File: config.mk
export PLATFORM = sky130hd
export DESIGN_NAME = rank_indexer_top_flat
export DESIGN_NICKNAME = d
export VERILOG_FILES = /design/src/design/rki_pkg.sv /design/src/design/rki_if.sv /design/src/design/rank_indexer_top.sv /design/src/flat_wrapper.sv
export VERILOG_INCLUDE_DIRS = /design/src /design/src/design
export SDC_FILE = /design/constraint.sdc
export NUM_CORES = 2
export LEC_CHECK = 0
export BUFFER_PORTS_ARGS = -buffer_cell sky130_fd_sc_hd__buf_4
export CAP_MARGIN = 30
export CORE_MARGIN = 2
export CORE_UTILIZATION = 55
export DETAILED_ROUTE_END_ITERATION = 6
export PLACE_DENSITY_LB_ADDON = 0.08
export REMOVE_ABC_BUFFERS = 1
export SLEW_MARGIN = 40
export SYNTH_ARGS = -nofsm -noshare
export SYNTH_HDL_FRONTEND = slang
export SYNTH_SLANG_ARGS = --single-unit
File: constraint.sdc
create_clock -name clk -period 4.1 [get_ports clk]
set_input_delay 0.82 -clock clk [delete_from_list [all_inputs] [get_ports clk]]
set_output_delay 0.82 -clock clk [all_outputs]
set_load 0.03 [all_outputs]
File: src/design/rank_indexer_top_defines.svh
// Assertion macros for the rank indexer block.
// Uses the clk and rst_n names of the including module; no other dependencies.
`ifndef RANK_INDEXER_TOP_DEFINES_SVH
`define RANK_INDEXER_TOP_DEFINES_SVH

`ifndef SYNTH
`define RKI_ASSERT_NOW(lbl, ante, cons) \
  lbl: assert property (@(posedge clk) disable iff (!rst_n) (ante) |-> (cons)) \
    else $error("rank_indexer check failed");
`define RKI_ASSERT_NEXT(lbl, ante, cons) \
  lbl: assert property (@(posedge clk) disable iff (!rst_n) (ante) |=> (cons)) \
    else $error("rank_indexer check failed");
`else
`define RKI_ASSERT_NOW(lbl, ante, cons)
`define RKI_ASSERT_NEXT(lbl, ante, cons)
`endif

`endif

File: src/design/rki_pkg.sv
// Shared constants and types of the rank indexer.
// No dependencies; imported by the channel interfaces and the top level.
package rki_pkg;

  localparam int MAX_ITEMS = 64;
  localparam int VALUE_W   = 32;
  localparam int RANK_W    = 6;
  localparam int ADDR_W    = (MAX_ITEMS > 1) ? $clog2(MAX_ITEMS) : 1;
  localparam int CNT_W     = $clog2(MAX_ITEMS + 1);

  typedef enum logic [3:0] {
    S_LOAD  = 4'b0001,
    S_KEY   = 4'b0010,
    S_KEYLD = 4'b0100,
    S_SCAN  = 4'b1000
  } rki_state_t;

  typedef logic [CNT_W-1:0]  rki_cnt_t;
  typedef logic [ADDR_W-1:0] rki_addr_t;

endpackage

File: src/design/rki_if.sv
// Valid/ready channel interfaces of the rank indexer: input values and ranks.
// Depends on rki_pkg for field widths.
interface rki_in_if import rki_pkg::*; ();
  logic                      valid;
  logic                      ready;
  logic signed [VALUE_W-1:0] value;
  logic                      last_value;

  modport source (output valid, output value, output last_value, input ready);
  modport sink   (input valid, input value, input last_value, output ready);
endinterface

interface rki_out_if import rki_pkg::*; ();
  logic              valid;
  logic              ready;
  logic [RANK_W-1:0] rank;
  logic              last_rank;
  logic              overflow;

  modport source (output valid, output rank, output last_rank, output overflow, input ready);
  modport sink   (input valid, input rank, input last_rank, input overflow, output ready);
endinterface

File: src/design/rank_indexer_top.sv
// Top level of the rank indexer: value store, compare sequencer, result register.
// Depends on rki_pkg, rki_if.sv and rank_indexer_top_defines.svh.
//
// Usage:
// in_chan carries signed 32-bit values with a last_value mark. Values load
// one per cycle into a store of MAX_ITEMS entries; values beyond that are
// dropped and set a sticky overflow mark. A transfer with last_value set
// ends the run and starts ranking; in_chan.ready stays low until ranking ends.
// out_chan then gives one rank per stored value, in arrival order; the final
// one carries last_rank and the overflow mark. For a run of n values, each rank
// is computed by a key read and a scan through the single read port of the value
// store and the one shared signed comparator, which compares all n entries; the
// next rank starts only when the scan of the current one is done.
// The result register holds a rank until out_chan takes it; while it waits,
// the scan of the next rank finishes and then holds. After the final rank is
// computed, in_chan is ready again even if that rank still waits.
// Reset clears count, overflow mark, sequencer and result valid; the store
// needs no clearing since only entries written in the current run are read.
`include "rank_indexer_top_defines.svh"

module rank_indexer_top import rki_pkg::*; (
  input  logic          clk,
  input  logic          rst_n,
  rki_in_if.sink        in_chan,
  rki_out_if.source     out_chan
);

  logic signed [VALUE_W-1:0] mem [MAX_ITEMS];

  rki_state_t                state_r, state_nxt;
  rki_cnt_t                  count_r, count_nxt;
  logic                      ovf_r, ovf_nxt;
  rki_addr_t                 k_r, k_nxt;
  rki_cnt_t                  j_r, j_nxt;
  logic [RANK_W-1:0]         acc_r, acc_nxt;
  logic signed [VALUE_W-1:0] key_r, key_nxt;
  logic signed [VALUE_W-1:0] rd_data_r;
  logic                      out_valid_r, out_valid_nxt;
  logic [RANK_W-1:0]         out_rank_r, out_rank_nxt;
  logic                      out_last_r, out_last_nxt;
  logic                      out_ovf_r, out_ovf_nxt;

  logic       in_xfer;
  logic       wr_en;
  logic       rd_en;
  rki_addr_t  rd_addr;
  logic       lt;
  logic       slot_free;
  logic       scan_done;
  logic       last_k;
  logic [RANK_W-1:0] rank_sum;

  assign in_chan.ready = (state_r == S_LOAD);
  assign in_xfer       = in_chan.valid && in_chan.ready;
  assign wr_en         = in_xfer && (count_r < CNT_W'(MAX_ITEMS));

  assign lt        = rd_data_r < key_r;
  assign rank_sum  = acc_r + RANK_W'(lt);
  assign slot_free = !out_valid_r || out_chan.ready;
  assign scan_done = (j_r == count_r);
  assign last_k    = ((CNT_W'(k_r) + CNT_W'(1)) == count_r);

  always_comb begin
    state_nxt     = state_r;
    count_nxt     = count_r;
    ovf_nxt       = ovf_r;
    k_nxt         = k_r;
    j_nxt         = j_r;
    acc_nxt       = acc_r;
    key_nxt       = key_r;
    out_valid_nxt = out_valid_r;
    out_rank_nxt  = out_rank_r;
    out_last_nxt  = out_last_r;
    out_ovf_nxt   = out_ovf_r;
    rd_en         = 1'b0;
    rd_addr       = j_r[ADDR_W-1:0];

    if (out_valid_r && out_chan.ready) begin
      out_valid_nxt = 1'b0;
    end

    case (state_r)
      S_LOAD: begin
        if (in_xfer) begin
          if (wr_en) begin
            count_nxt = count_r + CNT_W'(1);
          end else begin
            ovf_nxt = 1'b1;
          end
          if (in_chan.last_value) begin
            k_nxt     = '0;
            state_nxt = S_KEY;
          end
        end
      end
      S_KEY: begin
        rd_en     = 1'b1;
        rd_addr   = k_r;
        state_nxt = S_KEYLD;
      end
      S_KEYLD: begin
        key_nxt   = rd_data_r;
        rd_en     = 1'b1;
        rd_addr   = '0;
        j_nxt     = CNT_W'(1);
        acc_nxt   = '0;
        state_nxt = S_SCAN;
      end
      S_SCAN: begin
        if (!scan_done) begin
          acc_nxt = rank_sum;
          rd_en   = 1'b1;
          j_nxt   = j_r + CNT_W'(1);
        end else if (slot_free) begin
          out_valid_nxt = 1'b1;
          out_rank_nxt  = rank_sum;
          out_last_nxt  = last_k;
          out_ovf_nxt   = last_k && ovf_r;
          if (last_k) begin
            count_nxt = '0;
            ovf_nxt   = 1'b0;
            state_nxt = S_LOAD;
          end else begin
            k_nxt     = k_r + ADDR_W'(1);
            state_nxt = S_KEY;
          end
        end
      end
      default: begin
        state_nxt = S_LOAD;
      end
    endcase
  end

  always_ff @(posedge clk) begin
    if (wr_en) begin
      mem[count_r[ADDR_W-1:0]] <= in_chan.value;
    end
    if (rd_en) begin
      rd_data_r <= mem[rd_addr];
    end
  end

  always_ff @(posedge clk) begin
    if (!rst_n) begin
      state_r     <= S_LOAD;
      count_r     <= '0;
      ovf_r       <= 1'b0;
      k_r         <= '0;
      j_r         <= '0;
      out_valid_r <= 1'b0;
    end else begin
      state_r     <= state_nxt;
      count_r     <= count_nxt;
      ovf_r       <= ovf_nxt;
      k_r         <= k_nxt;
      j_r         <= j_nxt;
      out_valid_r <= out_valid_nxt;
    end
  end

  always_ff @(posedge clk) begin
    acc_r      <= acc_nxt;
    key_r      <= key_nxt;
    out_rank_r <= out_rank_nxt;
    out_last_r <= out_last_nxt;
    out_ovf_r  <= out_ovf_nxt;
  end

  assign out_chan.valid     = out_valid_r;
  assign out_chan.rank      = out_rank_r;
  assign out_chan.last_rank = out_last_r;
  assign out_chan.overflow  = out_ovf_r;

  `RKI_ASSERT_NOW(a_count_bound, 1'b1, count_r <= CNT_W'(MAX_ITEMS))
  `RKI_ASSERT_NOW(a_scan_index, state_r == S_SCAN, (j_r != '0) && (j_r <= count_r))
  `RKI_ASSERT_NOW(a_ovf_on_last, out_valid_r && out_ovf_r, out_last_r)
  `RKI_ASSERT_NEXT(a_full_drop, in_xfer && (count_r == CNT_W'(MAX_ITEMS)), ovf_r)

endmodule
File: src/flat_wrapper.sv
// flat-port wrapper written by rule: the top's interface ports become plain ports
module rank_indexer_top_flat import rki_pkg::*;
  (clk, rst_n, in_chan_valid, in_chan_value, in_chan_last_value, in_chan_ready, out_chan_valid, out_chan_rank, out_chan_last_rank, out_chan_overflow, out_chan_ready);
  rki_in_if in_chan_i ();
  rki_out_if out_chan_i ();
  input  logic clk;
  input  logic rst_n;
  input wire logic [$bits(in_chan_i.valid)-1:0] in_chan_valid;
  input wire logic [$bits(in_chan_i.value)-1:0] in_chan_value;
  input wire logic [$bits(in_chan_i.last_value)-1:0] in_chan_last_value;
  output wire logic [$bits(in_chan_i.ready)-1:0] in_chan_ready;
  output wire logic [$bits(out_chan_i.valid)-1:0] out_chan_valid;
  output wire logic [$bits(out_chan_i.rank)-1:0] out_chan_rank;
  output wire logic [$bits(out_chan_i.last_rank)-1:0] out_chan_last_rank;
  output wire logic [$bits(out_chan_i.overflow)-1:0] out_chan_overflow;
  input wire logic [$bits(out_chan_i.ready)-1:0] out_chan_ready;
  assign in_chan_i.valid = in_chan_valid;
  assign in_chan_i.value = in_chan_value;
  assign in_chan_i.last_value = in_chan_last_value;
  assign in_chan_ready = in_chan_i.ready;
  assign out_chan_valid = out_chan_i.valid;
  assign out_chan_rank = out_chan_i.rank;
  assign out_chan_last_rank = out_chan_i.last_rank;
  assign out_chan_overflow = out_chan_i.overflow;
  assign out_chan_i.ready = out_chan_ready;
  rank_indexer_top u_core (.clk(clk), .rst_n(rst_n), .in_chan(in_chan_i), .out_chan(out_chan_i));
endmodule
Word-level counts from Yosys, hierarchy flattened
Memories as Yosys holds them, arrays and structs flattened. A register that Yosys moved wholly into a read port is not among the register bits.
Cells that the tools add are included.
{"block": "word_totals", "mem_bits_rw": 2048, "output_inout_bits": 10, "elab_cells": 86, "register_bits": 72, "n_memories": 1, "in_bits": 37}
{"name": "u_core.mem", "words": 64, "word_bits": 32, "read_ports": 1, "rd_clocked_by_memory_dff": 1, "wr": 1, "line": "rank_indexer_top.sv:28", "rtl": "logic signed [VALUE_W-1:0] mem [MAX_ITEMS];"}
{"block": "classes", "magnitude_cmp": 2, "n_addsub": 5, "n_reduce_logical": 15, "mux": 37, "n_eq_ne": 15}
{"cell": "$mux 7", "count": 6}
{"cell": "$mux 6", "count": 6}
{"cell": "$pmux 6 s2", "count": 3}
{"cell": "$lt 32x32->1", "count": 1}
{"cell": "$pmux 7 s2", "count": 2}
{"cell": "$reduce_and 6->1", "count": 3}
{"cell": "$mux 4", "count": 4}
{"cell": "$pmux 4 s4", "count": 1}
{"cell": "$add 7x1->7 const B", "count": 2}
{"cell": "$eq 7x7->1", "count": 2}
{"cell": "$mux 1", "count": 12}
{"cell": "$ne 2x2->1 const B", "count": 6}
{"cell": "$add 6x1->7 const B", "count": 1}
{"cell": "$lt 7x7->1 const B", "count": 1}
{"cell": "$add 6x1->6", "count": 1}
{"cell": "$add 6x1->6 const B", "count": 1}
{"cell": "$ne 2x1->1 const B", "count": 3}
{"cell": "$eq 4x1->1 const B", "count": 1}
{"cell": "$eq 4x2->1 const B", "count": 1}
{"cell": "$eq 4x3->1 const B", "count": 1}
{"cell": "$eq 4x4->1 const B", "count": 1}
{"cell": "$logic_and 1x1->1", "count": 4}
{"cell": "$pmux 1 s2", "count": 2}
{"cell": "$reduce_and 4->1", "count": 1}
{"cell": "7 further kinds", "count": 8}

Depth between registers and ports, before layout
{"block": "logic_depth", "ltp_word": 6, "ltp_mapped": 15, "ltp_nobuf": 15}

Worst setup path after synthesis
OpenSTA, ideal clock, no wires.
{"block": "synth_path", "kind": "reg-to-reg", "start": "register u_core.state_r[1]", "end": "memory u_core.mem[62][0], enable pin", "setup_ns": 0.421, "n_path_buf": 2, "slack_ns": -0.488, "stages_incl_launch_ff": 8, "arrival_time_ns": 4.167, "required_time_ns": 3.679, "period_less_slack_ns": 4.588, "path_cell_list": "dfxtp_1 -> buf_2 -> buf_2 -> nor4b_1 -> nand3_1 -> nor2_1 -> nand3_1 -> nor2_1"}
{"block": "synth_via", "elab_chain_len": 5}
{"element": "start: declaration", "line": "rank_indexer_top.sv:30", "rtl": "rki_state_t state_r, state_nxt;"}
{"element": "start signal: assignment", "line": "rank_indexer_top.sv:153", "rtl": "state_r <= state_nxt;"}
{"element": "$eq 4x1->1", "line": "rank_indexer_top.sv:53", "rtl": "assign in_chan.ready = (state_r == S_LOAD);"}
{"element": "via in_chan_ready", "line": "flat_wrapper.sv:11", "rtl": "output wire logic [$bits(in_chan_i.ready)-1:0] in_chan_ready;"}
{"element": "$logic_and 1x1->1", "line": "rank_indexer_top.sv:54", "rtl": "assign in_xfer = in_chan.valid && in_chan.ready;"}
{"element": "$logic_and 1x1->1", "line": "rank_indexer_top.sv:55", "rtl": "assign wr_en = in_xfer && (count_r < CNT_W'(MAX_ITEMS));"}
{"element": "$mux 1", "line": "rank_indexer_top.sv:136", "rtl": "if (wr_en) begin"}
{"element": "$mux 1 (implied by the code)", "line": "rank_indexer_top.sv:137", "rtl": "mem[count_r[ADDR_W-1:0]] <= in_chan.value;"}
{"element": "end: declaration", "line": "rank_indexer_top.sv:28"}
The timed path passes the listed nets, and every way through them passes these cells.

Worst setup path after layout
{"block": "layout_path", "start": "register u_core.rd_data_r[1], read port of u_core.mem", "end": "register u_core.acc_r[4], data pin"}
{"block": "layout_via", "elab_chain_len": 4}
{"element": "start: declaration", "line": "rank_indexer_top.sv:37", "rtl": "logic signed [VALUE_W-1:0] rd_data_r;"}
{"element": "$lt 32x32->1", "line": "rank_indexer_top.sv:57", "rtl": "assign lt = rd_data_r < key_r;"}
{"element": "$add 6x1->6", "line": "rank_indexer_top.sv:58", "rtl": "assign rank_sum = acc_r + RANK_W'(lt);"}
{"element": "via u_core.rank_sum[4]", "line": "rank_indexer_top.sv:51", "rtl": "logic [RANK_W-1:0] rank_sum;"}
{"element": "$mux 6", "line": "rank_indexer_top.sv:110", "rtl": "if (!scan_done) begin"}
{"element": "$pmux 6 s2", "line": "rank_indexer_top.sv:82", "rtl": "case (state_r)"}
{"element": "end signal: assignment", "line": "rank_indexer_top.sv:163", "rtl": "acc_r <= acc_nxt;"}
{"element": "end: declaration", "line": "rank_indexer_top.sv:35", "rtl": "logic [RANK_W-1:0] acc_r, acc_nxt;"}
The timed path passes the listed nets, and every way through them passes these cells. The select of a mux whose other input is x is not followed.
A chain may end at the register's enable or synchronous reset.

==> out/qor.yml <==
setup_violations: 0
cp.required_ns: 4.70
die_x_um: 400
synthSimpleGateAreaFrac_pct: 9.20
antenna_found_initial: 14
rrSetupSlack_ns: 0.08
cap_violations: 0
insertion_delay_ns: 0.86
peakVddDrop_uv: 512
synth_compound_area_share_pct: 9.14
endpoint_kind: "register"
drive_gt1_share_pct: 14.0
grt-ovfl-total: 0
netlist_top_cells_area: "edfxtp_1, nand2_1, mux2i_1"
worstSetupPathType: "register to register"
yosysWarnings: 0
maxSlewHeadroom_pct: 38.5
synth.mux.area_fraction_pct: 3.84
grt_max_degree: 74
fp.dieH_um: 400
crit_path_frequent_cell: "ha_1"
yosysTopAreaCell: "edfxtp_1"
routedWlPerCell_um: 34.5
critPathCapture: "u_core.acc_r[4]"
hold_buffers: 0
tightestPinTransition_ns: 0.900
syn_inst: 5883
port_buffers: 46
start_kind: "register"
r2r_end: "u_core.acc_r[4]"
hpwl_um: 171000
rsz0062_at_grt: "false"
syn2layout_area_growth_pct: 14.4
grt_first_pass_wirelength_um: 405000
drtIter0Drc: 8864
p_leak_nw: 34.6
rows: 145
fill_cells: 11500
boundaryPins: 47
status: "finished, final reports clean"
cts_buffers: 213
slowest_delay_ns: 0.63
hp-class: "input pin to register"
dr.pass1.iters: 6
post-route-min-period_ns: 4.02
initial_core_util_pct: 55.3
core_area_mm2: 0.156
synthFlopType: "edfxtp_1"
holdWs_ns: 0.261
clk_pin_slew_worst_paths_ns: 0.06
synth_top_family_by_area: "simple AND/OR/NAND/NOR gates"
synth-xor-area-share_pct: 0.300
synthTopCellsByCount: "edfxtp_1, nand2_1, mux2i_1, nand3_1, a21oi_1"
yosys.area_share.adder_pct: 0.522
die_area_mm2: 0.160
final_area_mm2: 0.0988
path_cells: "ha_1 -> a21o_1 -> a21o_1 -> a21oi_1 -> o21ai_0 -> a2111oi_0 -> buf_4 -> o41ai_1 -> a22oi_2 -> ha_1 -> ha_1 -> nand3_1 -> xnor2_1 -> nor2b_1"
fin_crit_sh_pct: 98.0
reg2reg_from: "u_core.rd_data_r[1]"
syn_avg_cell_area_um2: 14.7
cts_tree: "yes"
gp_congestion: 0.903
grt.total_usage_pct: 35.8
cts-root-buf: "clkbuf_16"
drt-total-wl_um: 290000
clk_path_buf_depth: 3
final_antenna_net_count: 0
hold_viol: 0
critical_path_cell_count: 14
startpoint: "u_core.rd_data_r[1]"
vias_per_cell: 6.74
path_max_fanout: 2
critPathTopFamily: "compound AO/OA/AOI/OAI gates"
num_vias: 56600
final_nets: 6243
synth_cell_type_count: 93
ys_seq_elements: 2152
maxSlewViolCount: 0
synth.top_cell.area_share_pct: 73.9
arrival_ns: 4.62
p_per_area_mw_per_mm2: 441
crit_buf_inv: 1
place_area_mm2: 0.0922
r2r_cells: 14
synth_edf_count: 2126
ys_async_sr_fraction_pct: 0
drc: 0
dp_cells: 8009
fmax_mhz: 249
clock_skew_ns: 0.0304
cts_sinks: 2152
yosysMostFrequentCell: "edfxtp_1"
synth_area_mm2: 0.0864
yosysSeqAreaShare_pct: 74.5
htree_levels: 4
fin_cells: 8394
slowest_stage: "a2111oi_0"
grt_pass1_vias: 52700
## metal layers
layer  track usage (%)  wire length, um  part of all wire, %
met4              14.0            12400                  4.3
met5                 0               48                0.017
met3              7.87            35300                   12
met1              50.2           110000                   38
met2              54.8           132000                   46
## stage by stage
stage	power [mW]	util [%]	setup TNS (ns)	setup WS (ns)
CTS	43.7	63.3	0	0.0848
finish	43.6	63.3	0	0.0821
global route	44.6	63.3	0	0.0518
global placement	25.6	59.1	-0.345	-0.345
floorplan	24.9	-	-1171.24	-15.69
detailed placement	25.6	59.1	-0.0967	-0.0967
## area by class of cell
type | count | area [um2] | area share [%]
well taps | 2058 | 2570 | 2.61
flip-flops and latches | 2152 | 64400 | 65.2
inverters | 40 | 150 | 0.152
clock inverters | 101 | 826 | 0.836
multi-input cells | 3304 | 20600 | 20.8
diodes | 5 | 12.5 | 0.0127
clock buffers | 275 | 5640 | 5.70
repair buffers | 459 | 4630 | 4.69
## repair_timing
item / CTS / global route
hold endpoints to repair: 0 / 0
setup endpoints to repair: 2 / 2
gates resized for setup: 2 / 1
buffers inserted: 0 / 1
pin swaps: 0 / 1
## cells in the final DEF (no fill, tap or decap), types with 15 or more instances in the layout
cell type,synthesis,routed
a22o_1,21,21
dfxtp_1,26,25
o22ai_1,27,27
clkinv_2,0,24
nor3_1,47,43
clkinv_1,0,53
nand2_1,1030,1026
a32oi_1,49,49
buf_12,0,93
clkbuf_16,0,215
a2111oi_0,40,35
nor2_4,0,70
a31oi_1,88,88
nor2_1,142,73
a32o_1,44,44
o21ai_0,171,170
ha_1,36,36
mux2i_1,291,291
o211ai_1,26,26
a311oi_1,18,17
a21oi_1,266,265
a221o_1,25,25
edfxtp_1,2126,2126
nand4_1,29,29
inv_1,40,40
mux2_2,34,34
xor2_1,16,16
clkbuf_1,105,57
a211oi_1,103,100
or3_1,16,16
a211o_1,25,25
a221oi_1,59,59
a21boi_0,19,19
nand3_1,281,281
a311o_1,15,15
and3_1,157,157
buf_4,54,362
## registers in the layout (all words and copies together) (netlist names)
name                       flops
u_core.acc_r                   6
u_core.count_r                 7
u_core.j_r                     7
u_core.k_r                     6
u_core.key_r                  32
u_core.mem                  2048
u_core.out_chan.last_rank      1
u_core.out_chan.overflow       1
u_core.out_chan.rank           6
u_core.out_chan.valid          1
u_core.ovf_r                   1
u_core.rd_data_r              32
u_core.state_r                 4
## logic make-up (layout without fill, tap and decap cells)
kind of cell               count (synthesis)  in the layout
AOI/OAI and AO/OA                       1128           1128
xor gates and xnor gates                  28             28
adders and majority gates                 36             36
buffers and inverters                    427            875
DFF                                     2152           2152
muxes                                    327            327
other                                      0              5
and+or+nand+nor                         1785           1785
## worst min-delay path by stage
stage | from | endpoint | cells past startpoint
2_1_floorplan | u_core.rd_data_r[0] | u_core.key_r[0] | 0
3_3_place_gp | u_core.rd_data_r[3] | u_core.key_r[3] | 0
3_5_place_dp | u_core.rd_data_r[25] | u_core.key_r[25] | 0
4_1_cts | rst_n | u_core.state_r[0] | 2
5_1_grt | rst_n | u_core.state_r[0] | 2
6_report | rst_n | u_core.state_r[0] | 2
## report_power, final
group / total [mW] / switching, mW / internal [mW]
logic: 0.860 / 0.685 / 0.175
registers: 24.3 / 0.0355 / 24.2
clock network: 18.5 / 8.26 / 10.2
(Power assumes the default switching activity.)
